===== src/hw/rtl/sorted_alarm_timer_queue_unit_assert.svh =====
// Assertion macros for the sorted alarm timer queue unit.
// Taken in by the top level with an include; no other dependencies.
`ifndef SORTED_ALARM_TIMER_QUEUE_UNIT_ASSERT_SVH
`define SORTED_ALARM_TIMER_QUEUE_UNIT_ASSERT_SVH

// The consequent must hold in the same cycle as the antecedent.
`define SATQ_ASSERT_SAME(name, ck, rn, ante, cons) \
	name: assert property (@(posedge ck) disable iff (!rn) (ante) |-> (cons)) \
		else $error("satq: same-cycle check failed");

// The consequent must hold in the cycle after the antecedent.
`define SATQ_ASSERT_NEXT(name, ck, rn, ante, cons) \
	name: assert property (@(posedge ck) disable iff (!rn) (ante) |=> (cons)) \
		else $error("satq: next-cycle check failed");

`endif


===== src/hw/rtl/satq_pkg.sv =====
// Shared types and constants for the sorted alarm timer queue unit.
// No dependencies; used by the interfaces, the cell and the top level.
`timescale 1ns / 1ps

package satq_pkg;

	localparam int DEPTH_DEF    = 16;
	localparam int ID_WIDTH_DEF = 4;
	localparam int TIME_W       = 64;
	localparam int ID_PORT_W    = 4;
	localparam int KIND_W       = 3;

	localparam logic [KIND_W-1:0] KIND_QUEUED    = 3'd0;
	localparam logic [KIND_W-1:0] KIND_PAST      = 3'd1;
	localparam logic [KIND_W-1:0] KIND_WOKEN     = 3'd2;
	localparam logic [KIND_W-1:0] KIND_DROPPED   = 3'd3;
	localparam logic [KIND_W-1:0] KIND_TICK_DONE = 3'd4;

	localparam logic OP_SLEEP = 1'b0;
	localparam logic OP_TICK  = 1'b1;

	// Chain-wide command: insert in order, or shift everything toward the head.
	typedef struct packed {
		logic ins;
		logic pop;
	} satq_ctl_t;

endpackage


===== src/hw/rtl/satq_if.sv =====
// Valid/ready channel interfaces for request and result items.
// Depends on satq_pkg for field widths.
`timescale 1ns / 1ps

interface satq_req_if import satq_pkg::*; ();
	logic                 valid;
	logic                 ready;
	logic                 operation;
	logic [ID_PORT_W-1:0] alarm_id;
	logic [TIME_W-1:0]    start_time;
	logic [TIME_W-1:0]    increment;
	logic [TIME_W-1:0]    current_time;

	modport source (output valid, operation, alarm_id, start_time, increment,
		current_time, input ready);
	modport sink (input valid, operation, alarm_id, start_time, increment,
		current_time, output ready);
endinterface

interface satq_rsp_if import satq_pkg::*; ();
	logic                 valid;
	logic                 ready;
	logic [KIND_W-1:0]    kind;
	logic [ID_PORT_W-1:0] result_id;
	logic [TIME_W-1:0]    wake_time;
	logic [TIME_W-1:0]    compare_value;
	logic                 interrupt_enable;
	logic                 last;

	modport source (output valid, kind, result_id, wake_time, compare_value,
		interrupt_enable, last, input ready);
	modport sink (input valid, kind, result_id, wake_time, compare_value,
		interrupt_enable, last, output ready);
endinterface


===== src/hw/rtl/satq_cell.sv =====
// One slot of the sorted alarm chain: wake time and id, with neighbor shifting.
// Depends on satq_pkg for the chain command struct and the time width.
`timescale 1ns / 1ps

module satq_cell import satq_pkg::*; #(
	parameter int ID_WIDTH = ID_WIDTH_DEF
) (
	input  logic                clk,
	input  satq_ctl_t           ctl,
	input  logic                occupied,
	input  logic [TIME_W-1:0]   new_wake,
	input  logic [ID_WIDTH-1:0] new_id,
	input  logic                prev_after,
	input  logic [TIME_W-1:0]   prev_wake,
	input  logic [ID_WIDTH-1:0] prev_id,
	input  logic [TIME_W-1:0]   next_wake,
	input  logic [ID_WIDTH-1:0] next_id,
	output logic                after,
	output logic [TIME_W-1:0]   wake,
	output logic [ID_WIDTH-1:0] id
);

	logic [TIME_W-1:0]   wake_q;
	logic [ID_WIDTH-1:0] id_q;

	// Strictly greater keeps equal wake times in arrival order.
	assign after = !occupied || (wake_q > new_wake);
	assign wake  = wake_q;
	assign id    = id_q;

	always_ff @(posedge clk) begin
		if (ctl.ins && after) begin
			if (prev_after) begin
				wake_q <= prev_wake;
				id_q   <= prev_id;
			end else begin
				wake_q <= new_wake;
				id_q   <= new_id;
			end
		end else if (ctl.pop) begin
			wake_q <= next_wake;
			id_q   <= next_id;
		end
	end

endmodule


===== src/hw/rtl/sorted_alarm_timer_queue_unit.sv =====
// Sorted alarm timer queue: a sleep request has its sum registered at acceptance, then is compared and inserted.
// A tick is accepted, then gives one woken item per due alarm and a final done item;
// the head cell pops one alarm per cycle while the output register is free. Items are taken one at a time.
// Each result waits in an output register; a stalled sink holds the unit in place.
// Reset empties the queue, sets the compare register to all ones and clears the enable.
`timescale 1ns / 1ps
`include "sorted_alarm_timer_queue_unit_assert.svh"

module sorted_alarm_timer_queue_unit import satq_pkg::*; #(
	parameter int DEPTH    = DEPTH_DEF,
	parameter int ID_WIDTH = ID_WIDTH_DEF
) (
	input  logic      clk,
	input  logic      arst_n,
	satq_req_if.sink  req,
	satq_rsp_if.source rsp
);

	localparam int CNT_W = $clog2(DEPTH + 1);

	typedef enum logic [2:0] {
		ST_IDLE  = 3'b001,
		ST_SLEEP = 3'b010,
		ST_TICK  = 3'b100
	} state_t;

	state_t              state_q, state_d;
	logic [CNT_W-1:0]    count_q, count_d;
	logic [TIME_W-1:0]   cmp_q, cmp_d;
	logic                irq_q, irq_d;
	logic [TIME_W-1:0]   wake_q, now_q;
	logic [ID_WIDTH-1:0] id_q;
	logic [TIME_W:0]     sum;

	logic                out_valid_q, out_free, load_out;
	logic [KIND_W-1:0]   kind_q, o_kind;
	logic [ID_PORT_W-1:0] rid_q, o_id;
	logic [TIME_W-1:0]   owake_q, o_wake, ocmp_q;
	logic                oirq_q, last_q, o_last;

	satq_ctl_t           ctl;
	logic [TIME_W-1:0]   wake_c [DEPTH];
	logic [ID_WIDTH-1:0] id_c [DEPTH];
	logic [DEPTH-1:0]    after_c, occ_c;
	logic                head_valid, head_due, full, past;

	// Saturating wake time, registered at acceptance.
	assign sum = {1'b0, req.start_time} + {1'b0, req.increment};

	assign head_valid = (count_q != '0);
	assign full       = (count_q == CNT_W'(DEPTH));
	assign head_due   = head_valid && (wake_c[0] <= now_q);
	assign past       = (wake_q < now_q);
	assign out_free   = !out_valid_q || rsp.ready;
	assign req.ready  = (state_q == ST_IDLE);

	genvar i;
	generate
		for (i = 0; i < DEPTH; i++) begin : g_cell
			logic                pa;
			logic [TIME_W-1:0]   pw, nw;
			logic [ID_WIDTH-1:0] pi, ni;

			assign occ_c[i] = (count_q > CNT_W'(i));
			if (i == 0) begin : g_first
				assign pa = 1'b0;
				assign pw = '0;
				assign pi = '0;
			end else begin : g_mid
				assign pa = after_c[i-1];
				assign pw = wake_c[i-1];
				assign pi = id_c[i-1];
			end
			if (i == DEPTH - 1) begin : g_last
				assign nw = '0;
				assign ni = '0;
			end else begin : g_inner
				assign nw = wake_c[i+1];
				assign ni = id_c[i+1];
			end

			satq_cell #(.ID_WIDTH(ID_WIDTH)) u_cell (
				.clk       (clk),
				.ctl       (ctl),
				.occupied  (occ_c[i]),
				.new_wake  (wake_q),
				.new_id    (id_q),
				.prev_after(pa),
				.prev_wake (pw),
				.prev_id   (pi),
				.next_wake (nw),
				.next_id   (ni),
				.after     (after_c[i]),
				.wake      (wake_c[i]),
				.id        (id_c[i])
			);
		end
	endgenerate

	always_comb begin
		state_d  = state_q;
		count_d  = count_q;
		cmp_d    = cmp_q;
		irq_d    = irq_q;
		ctl      = '0;
		load_out = 1'b0;
		o_kind   = KIND_TICK_DONE;
		o_id     = '0;
		o_wake   = '0;
		o_last   = 1'b1;
		case (state_q)
			ST_IDLE: begin
				if (req.valid) begin
					state_d = (req.operation == OP_TICK) ? ST_TICK : ST_SLEEP;
				end
			end
			ST_SLEEP: begin
				if (out_free) begin
					load_out = 1'b1;
					state_d  = ST_IDLE;
					o_id     = ID_PORT_W'(id_q);
					o_wake   = wake_q;
					if (past) begin
						o_kind = KIND_PAST;
					end else if (full) begin
						o_kind = KIND_DROPPED;
					end else begin
						o_kind  = KIND_QUEUED;
						ctl.ins = 1'b1;
						count_d = count_q + 1'b1;
						irq_d   = 1'b1;
						// Landing in front of every stored alarm makes a new head.
						if (after_c[0]) begin
							cmp_d = wake_q;
						end
					end
				end
			end
			ST_TICK: begin
				if (out_free) begin
					load_out = 1'b1;
					if (head_due) begin
						o_kind  = KIND_WOKEN;
						o_id    = ID_PORT_W'(id_c[0]);
						o_wake  = wake_c[0];
						o_last  = 1'b0;
						ctl.pop = 1'b1;
						count_d = count_q - 1'b1;
					end else begin
						state_d = ST_IDLE;
						if (head_valid) begin
							cmp_d = wake_c[0];
							irq_d = 1'b1;
						end else begin
							irq_d = 1'b0;
						end
					end
				end
			end
			default: begin
				state_d = ST_IDLE;
			end
		endcase
	end

	always_ff @(posedge clk or negedge arst_n) begin
		if (!arst_n) begin
			state_q     <= ST_IDLE;
			count_q     <= '0;
			cmp_q       <= '1;
			irq_q       <= 1'b0;
			out_valid_q <= 1'b0;
		end else begin
			state_q <= state_d;
			count_q <= count_d;
			cmp_q   <= cmp_d;
			irq_q   <= irq_d;
			if (load_out) begin
				out_valid_q <= 1'b1;
			end else if (rsp.ready) begin
				out_valid_q <= 1'b0;
			end
		end
	end

	always_ff @(posedge clk) begin
		if (req.valid && req.ready) begin
			wake_q <= sum[TIME_W] ? '1 : sum[TIME_W-1:0];
			now_q  <= req.current_time;
			id_q   <= ID_WIDTH'(req.alarm_id);
		end
		if (load_out) begin
			kind_q  <= o_kind;
			rid_q   <= o_id;
			owake_q <= o_wake;
			ocmp_q  <= cmp_d;
			oirq_q  <= irq_d;
			last_q  <= o_last;
		end
	end

	assign rsp.valid            = out_valid_q;
	assign rsp.kind             = kind_q;
	assign rsp.result_id        = rid_q;
	assign rsp.wake_time        = owake_q;
	assign rsp.compare_value    = ocmp_q;
	assign rsp.interrupt_enable = oirq_q;
	assign rsp.last             = last_q;

	`SATQ_ASSERT_SAME(a_count_bound, clk, arst_n, 1'b1, count_q <= CNT_W'(DEPTH))
	`SATQ_ASSERT_SAME(a_ins_not_full, clk, arst_n, ctl.ins, !full && !ctl.pop)
	`SATQ_ASSERT_SAME(a_pop_due, clk, arst_n, ctl.pop, head_valid && wake_c[0] <= now_q)
	`SATQ_ASSERT_NEXT(a_result_held, clk, arst_n, load_out, out_valid_q)

endmodule


===== src/flat_wrapper.sv =====
// flat-port wrapper written by rule: the top's interface ports become plain ports
module sorted_alarm_timer_queue_unit_flat import satq_pkg::*;
#(
	parameter int DEPTH    = DEPTH_DEF,
	parameter int ID_WIDTH = ID_WIDTH_DEF
)
  (clk, arst_n, req_valid, req_operation, req_alarm_id, req_start_time, req_increment, req_current_time, req_ready, rsp_valid, rsp_kind, rsp_result_id, rsp_wake_time, rsp_compare_value, rsp_interrupt_enable, rsp_last, rsp_ready);
  satq_req_if req_i ();
  satq_rsp_if rsp_i ();
  input  logic clk;
  input  logic arst_n;
  input wire logic [$bits(req_i.valid)-1:0] req_valid;
  input wire logic [$bits(req_i.operation)-1:0] req_operation;
  input wire logic [$bits(req_i.alarm_id)-1:0] req_alarm_id;
  input wire logic [$bits(req_i.start_time)-1:0] req_start_time;
  input wire logic [$bits(req_i.increment)-1:0] req_increment;
  input wire logic [$bits(req_i.current_time)-1:0] req_current_time;
  output wire logic [$bits(req_i.ready)-1:0] req_ready;
  output wire logic [$bits(rsp_i.valid)-1:0] rsp_valid;
  output wire logic [$bits(rsp_i.kind)-1:0] rsp_kind;
  output wire logic [$bits(rsp_i.result_id)-1:0] rsp_result_id;
  output wire logic [$bits(rsp_i.wake_time)-1:0] rsp_wake_time;
  output wire logic [$bits(rsp_i.compare_value)-1:0] rsp_compare_value;
  output wire logic [$bits(rsp_i.interrupt_enable)-1:0] rsp_interrupt_enable;
  output wire logic [$bits(rsp_i.last)-1:0] rsp_last;
  input wire logic [$bits(rsp_i.ready)-1:0] rsp_ready;
  assign req_i.valid = req_valid;
  assign req_i.operation = req_operation;
  assign req_i.alarm_id = req_alarm_id;
  assign req_i.start_time = req_start_time;
  assign req_i.increment = req_increment;
  assign req_i.current_time = req_current_time;
  assign req_ready = req_i.ready;
  assign rsp_valid = rsp_i.valid;
  assign rsp_kind = rsp_i.kind;
  assign rsp_result_id = rsp_i.result_id;
  assign rsp_wake_time = rsp_i.wake_time;
  assign rsp_compare_value = rsp_i.compare_value;
  assign rsp_interrupt_enable = rsp_i.interrupt_enable;
  assign rsp_last = rsp_i.last;
  assign rsp_i.ready = rsp_ready;
  sorted_alarm_timer_queue_unit #(.DEPTH(DEPTH), .ID_WIDTH(ID_WIDTH)) u_core (.clk(clk), .arst_n(arst_n), .req(req_i), .rsp(rsp_i));
endmodule

===== config.mk =====
export PLATFORM = sky130hd
export DESIGN_NAME = sorted_alarm_timer_queue_unit_flat
export DESIGN_NICKNAME = d
export VERILOG_FILES = /design/src/hw/rtl/satq_pkg.sv /design/src/hw/rtl/satq_if.sv /design/src/hw/rtl/satq_cell.sv /design/src/hw/rtl/sorted_alarm_timer_queue_unit.sv /design/src/flat_wrapper.sv
export VERILOG_INCLUDE_DIRS = /design/src /design/src/hw/rtl
export SDC_FILE = /design/constraint.sdc
export NUM_CORES = 2
export LEC_CHECK = 0
export ABC_AREA = 0
export BUFFER_PORTS_ARGS = -buffer_cell sky130_fd_sc_hd__buf_2
export CORE_AREA = 2 2 496 498
export CTS_CLUSTER_SIZE = 40
export DETAILED_ROUTE_END_ITERATION = 8
export DIE_AREA = 0 0 498 500
export GPL_ROUTABILITY_DRIVEN = 0
export PLACE_DENSITY = 0.67
export SETUP_SLACK_MARGIN = 0.4
export SLEW_MARGIN = 0
export SYNTH_ARGS = -nofsm -noshare
export SYNTH_HDL_FRONTEND = slang
export SYNTH_SLANG_ARGS = --single-unit

===== constraint.sdc =====
create_clock -name clk -period 8.9 [get_ports clk]
set_input_delay 1.78 -clock clk [delete_from_list [all_inputs] [get_ports clk]]
set_output_delay 1.78 -clock clk [all_outputs]
set_load 0.05 [all_outputs]

==> flow_summary.json <==
{
  "numCtsBuffers": 162,
  "yosys_warnings": 0,
  "holdCritPathClass": "register to register",
  "drtIter0Drc": 10800,
  "p_leak_nw": 46.6,
  "clkSinkCount": 1431,
  "crit_path_max_fanout": 36,
  "synth_area_um2": 96900,
  "hp-start": "u_core.cmp_q[36]",
  "clockBufferDepth": 3,
  "hold_end": "u_core.cmp_q[36]",
  "whs_ns": 0.537,
  "fin_setup_tns_ns": 0,
  "hold_depth": 2,
  "synthToLayoutAreaGrowth_pct": 11.4,
  "grt_pass1_vias": 78700,
  "drtPass1Iterations": 7,
  "p_total_w": 0.0239,
  "start_kind": "register",
  "syn_inst": 9133,
  "fillers": 22600,
  "yosysTopAreaCell": "edfxtp_1",
  "grt_pass1_wl_um": 540000,
  "die_x_um": 498,
  "crit_type": "register to register",
  "finalSetupViolations": 0,
  "clk_pin_slew_worst_paths_ns": 0.06,
  "hold_violations": 0,
  "ys_seq_area_frac": 0.441,
  "dpl.hpwl_um": 269000,
  "worst_pin_slew_ns": 1.59,
  "vdd_ir_drop_max_mv": 0.250,
  "r2r_end": "u_core.rsp.compare_value[18]",
  "max_slew_margin": -0.0608,
  "drc": 0,
  "syn_nets": 10600,
  "ant_nets": 0,
  "row_count": 182,
  "postCtsSetupBuffers": 0,
  "fin_crit_ns": 8.33,
  "h-tree-depth": 4,
  "rsz0062_at_grt": "no",
  "ys_types": 93,
  "dieArea_um2": 249000,
  "vias": 81200,
  "netlist_top_cells_count": "edfxtp_1, ha_1, a21oi_1, mux2i_1, nor2_1",
  "endpoint_kind": "register",
  "failed_checks": "capacitance limit, slew limit",
  "avgSynthCellArea_um2": 10.6,
  "synthFlopType": "edfxtp_1",
  "start_util": 0.396,
  "wire_per_inst_um": 29.6,
  "async_flop_share": 0.0517,
  "cts_resized": 0,
  "status": "complete, but fails checks",
  "fin_crit_sh": 0.936,
  "synth-seq-cells": 1431,
  "finalNetCount": 10800,
  "wl_um": 377000,
  "clock_skew_ns": 0.0696,
  "cts_root_buf": "clkbuf_16",
  "worst_r2r_path_depth": 13,
  "synth-edff-count": 1357,
  "rr_startpoint": "u_core.wake_q[15]",
  "ys_top_cells_by_area": "edfxtp_1, ha_1, mux2i_1",
  "portBuffers": 339,
  "overflow": 0,
  "worstPathArrival_ns": 8.89,
  "yosys.cell_count.top_type": "edfxtp_1",
  "io_pins": 340,
  "required_ns": 9.46,
  "fmax_ghz": 0.120,
  "synth_top_cell_area_share": 0.421,
  "core_area_um2": 244000,
  "fp.dieH_um": 500,
  "track_usage": 0.292,
  "clkLatencyLatePin_ns": 0.88,
  "antenna_found_initial": 30,
  "grt_max_degree": 164,
  "r2r_slack_ns": 0.57,
  "p_per_area_nw_per_um2": 222,
  "final_max_slew_viol_count": 5,
  "cts_tree": "built",
  "vias_per_cell": 6.39,
  "cts_hold_buf": 0,
  "layout-drive-gt1-share": 0.123,
  "drv_cap": 3
}
[layout make-up]
class / count / area, um^2 / area share
timing repair buffer: 545 / 3410 / 0.0316
clock inverter: 84 / 917 / 0.00850
inverter: 194 / 728 / 0.00675
tap: 3220 / 4030 / 0.0373
multi-input combinational: 7002 / 51600 / 0.478
clock buffer: 220 / 4500 / 0.0417
antenna: 14 / 35.0 / 0.000325
sequential: 1431 / 42700 / 0.395
[how the worst max path moves through the flow]
stage,start,endpoint,slack [ns],depth (start not counted)
after floorplan,u_core.wake_q[59],u_core.g_cell[11].u_cell.id[0],0.67,11
after global placement,u_core.wake_q[14],u_core.rsp.compare_value[30],1.30,13
after detailed placement,u_core.wake_q[15],u_core.rsp.compare_value[30],1.33,13
after CTS,u_core.wake_q[15],u_core.rsp.compare_value[16],1.27,13
after global routing,u_core.wake_q[15],u_core.rsp.compare_value[16],0.83,13
final,u_core.wake_q[15],u_core.rsp.compare_value[18],0.57,13
[kinds of logic (layout without fill, tap and decap cells)]
family	after synthesis	after routing	share of synthesized area
adder cells (fa/ha/maj)	1221	1221	0.158
multiplexers	1032	1032	0.109
buffers and inverters	700	1043	0.0312
flip-flops	1431	1431	0.441
XOR/XNOR	55	55	0.00497
AO/OA/AOI/OAI	2460	2460	0.153
other	0	14	0
AND/OR/NAND/NOR	2234	2234	0.103
[layer usage]
layer | up-vias | part of all wire | track usage
met5 | - | 0.00089 | 0.00617
met4 | 26 | 0.071 | 0.180
met3 | 1237 | 0.13 | 0.100
met2 | 5582 | 0.41 | 0.422
met1 | 39300 | 0.38 | 0.373
li1 | 35100 | - | -
[through the flow]
stage	util	instance area (um^2)	worst slack, ns	std cells
6_report	0.442	108000	0.573	12700
5_1_grt	0.442	108000	0.826	12700
4_1_cts	0.442	108000	1.27	12700
3_5_place_dp	0.419	102000	1.33	12400
3_3_place_gp	0.419	102000	1.30	12400
2_1_floorplan	-	96900	0.666	9133
[registers in the layout (all words and copies together) (netlist names)]
signal	cells
u_core.rsp.valid	1
u_core.g_cell.u_cell.wake	1024
u_core.count_q	5
u_core.rsp.wake_time	64
u_core.rsp.kind	3
u_core.rsp.interrupt_enable	1
u_core.cmp_q	64
u_core.rsp.result_id	4
u_core.state_q	3
u_core.irq_q	1
u_core.g_cell.u_cell.id	64
u_core.wake_q	64
u_core.rsp.last	1
u_core.rsp.compare_value	64
u_core.id_q	4
u_core.now_q	64
[cells in the final DEF (no fill, tap or decap), types with 78 or more instances in the layout]
master and count:
buf_2 338, nand4_1 258, mux2_2 206, nor2_1 791, inv_1 193, o21ai_0 562, mux2i_1 826, clkbuf_16 164
edfxtp_1 1357, a21o_1 426, nand2_1 751, ha_1 1220, nand3_1 103, o211ai_1 78, buf_4 193, a21oi_1 913
[critical path: stages (launching register included)]
cell	delay, ns
edfxtp_1	1.01
inv_1	0.75
ha_1	0.55
nand4_1	0.29
nor3b_1	1.11
o21ai_0	0.64
o211ai_1	0.45
a21oi_1	0.32
o211ai_1	0.29
o21a_4	0.73
and3_1	0.76
nor2_4	0.33
buf_4	0.38
a221o_1	0.37
[where the power goes]
part / total [W] / switching, W / leakage (nW) / internal (W)
logic: 0.00830 / 0.00539 / 30.8 / 0.00291
clock network: 0.00703 / 0.00307 / 2.65 / 0.00396
registers: 0.00857 / 0.000460 / 13.1 / 0.00811
Note: power is estimated with default switching activity, not from simulation.
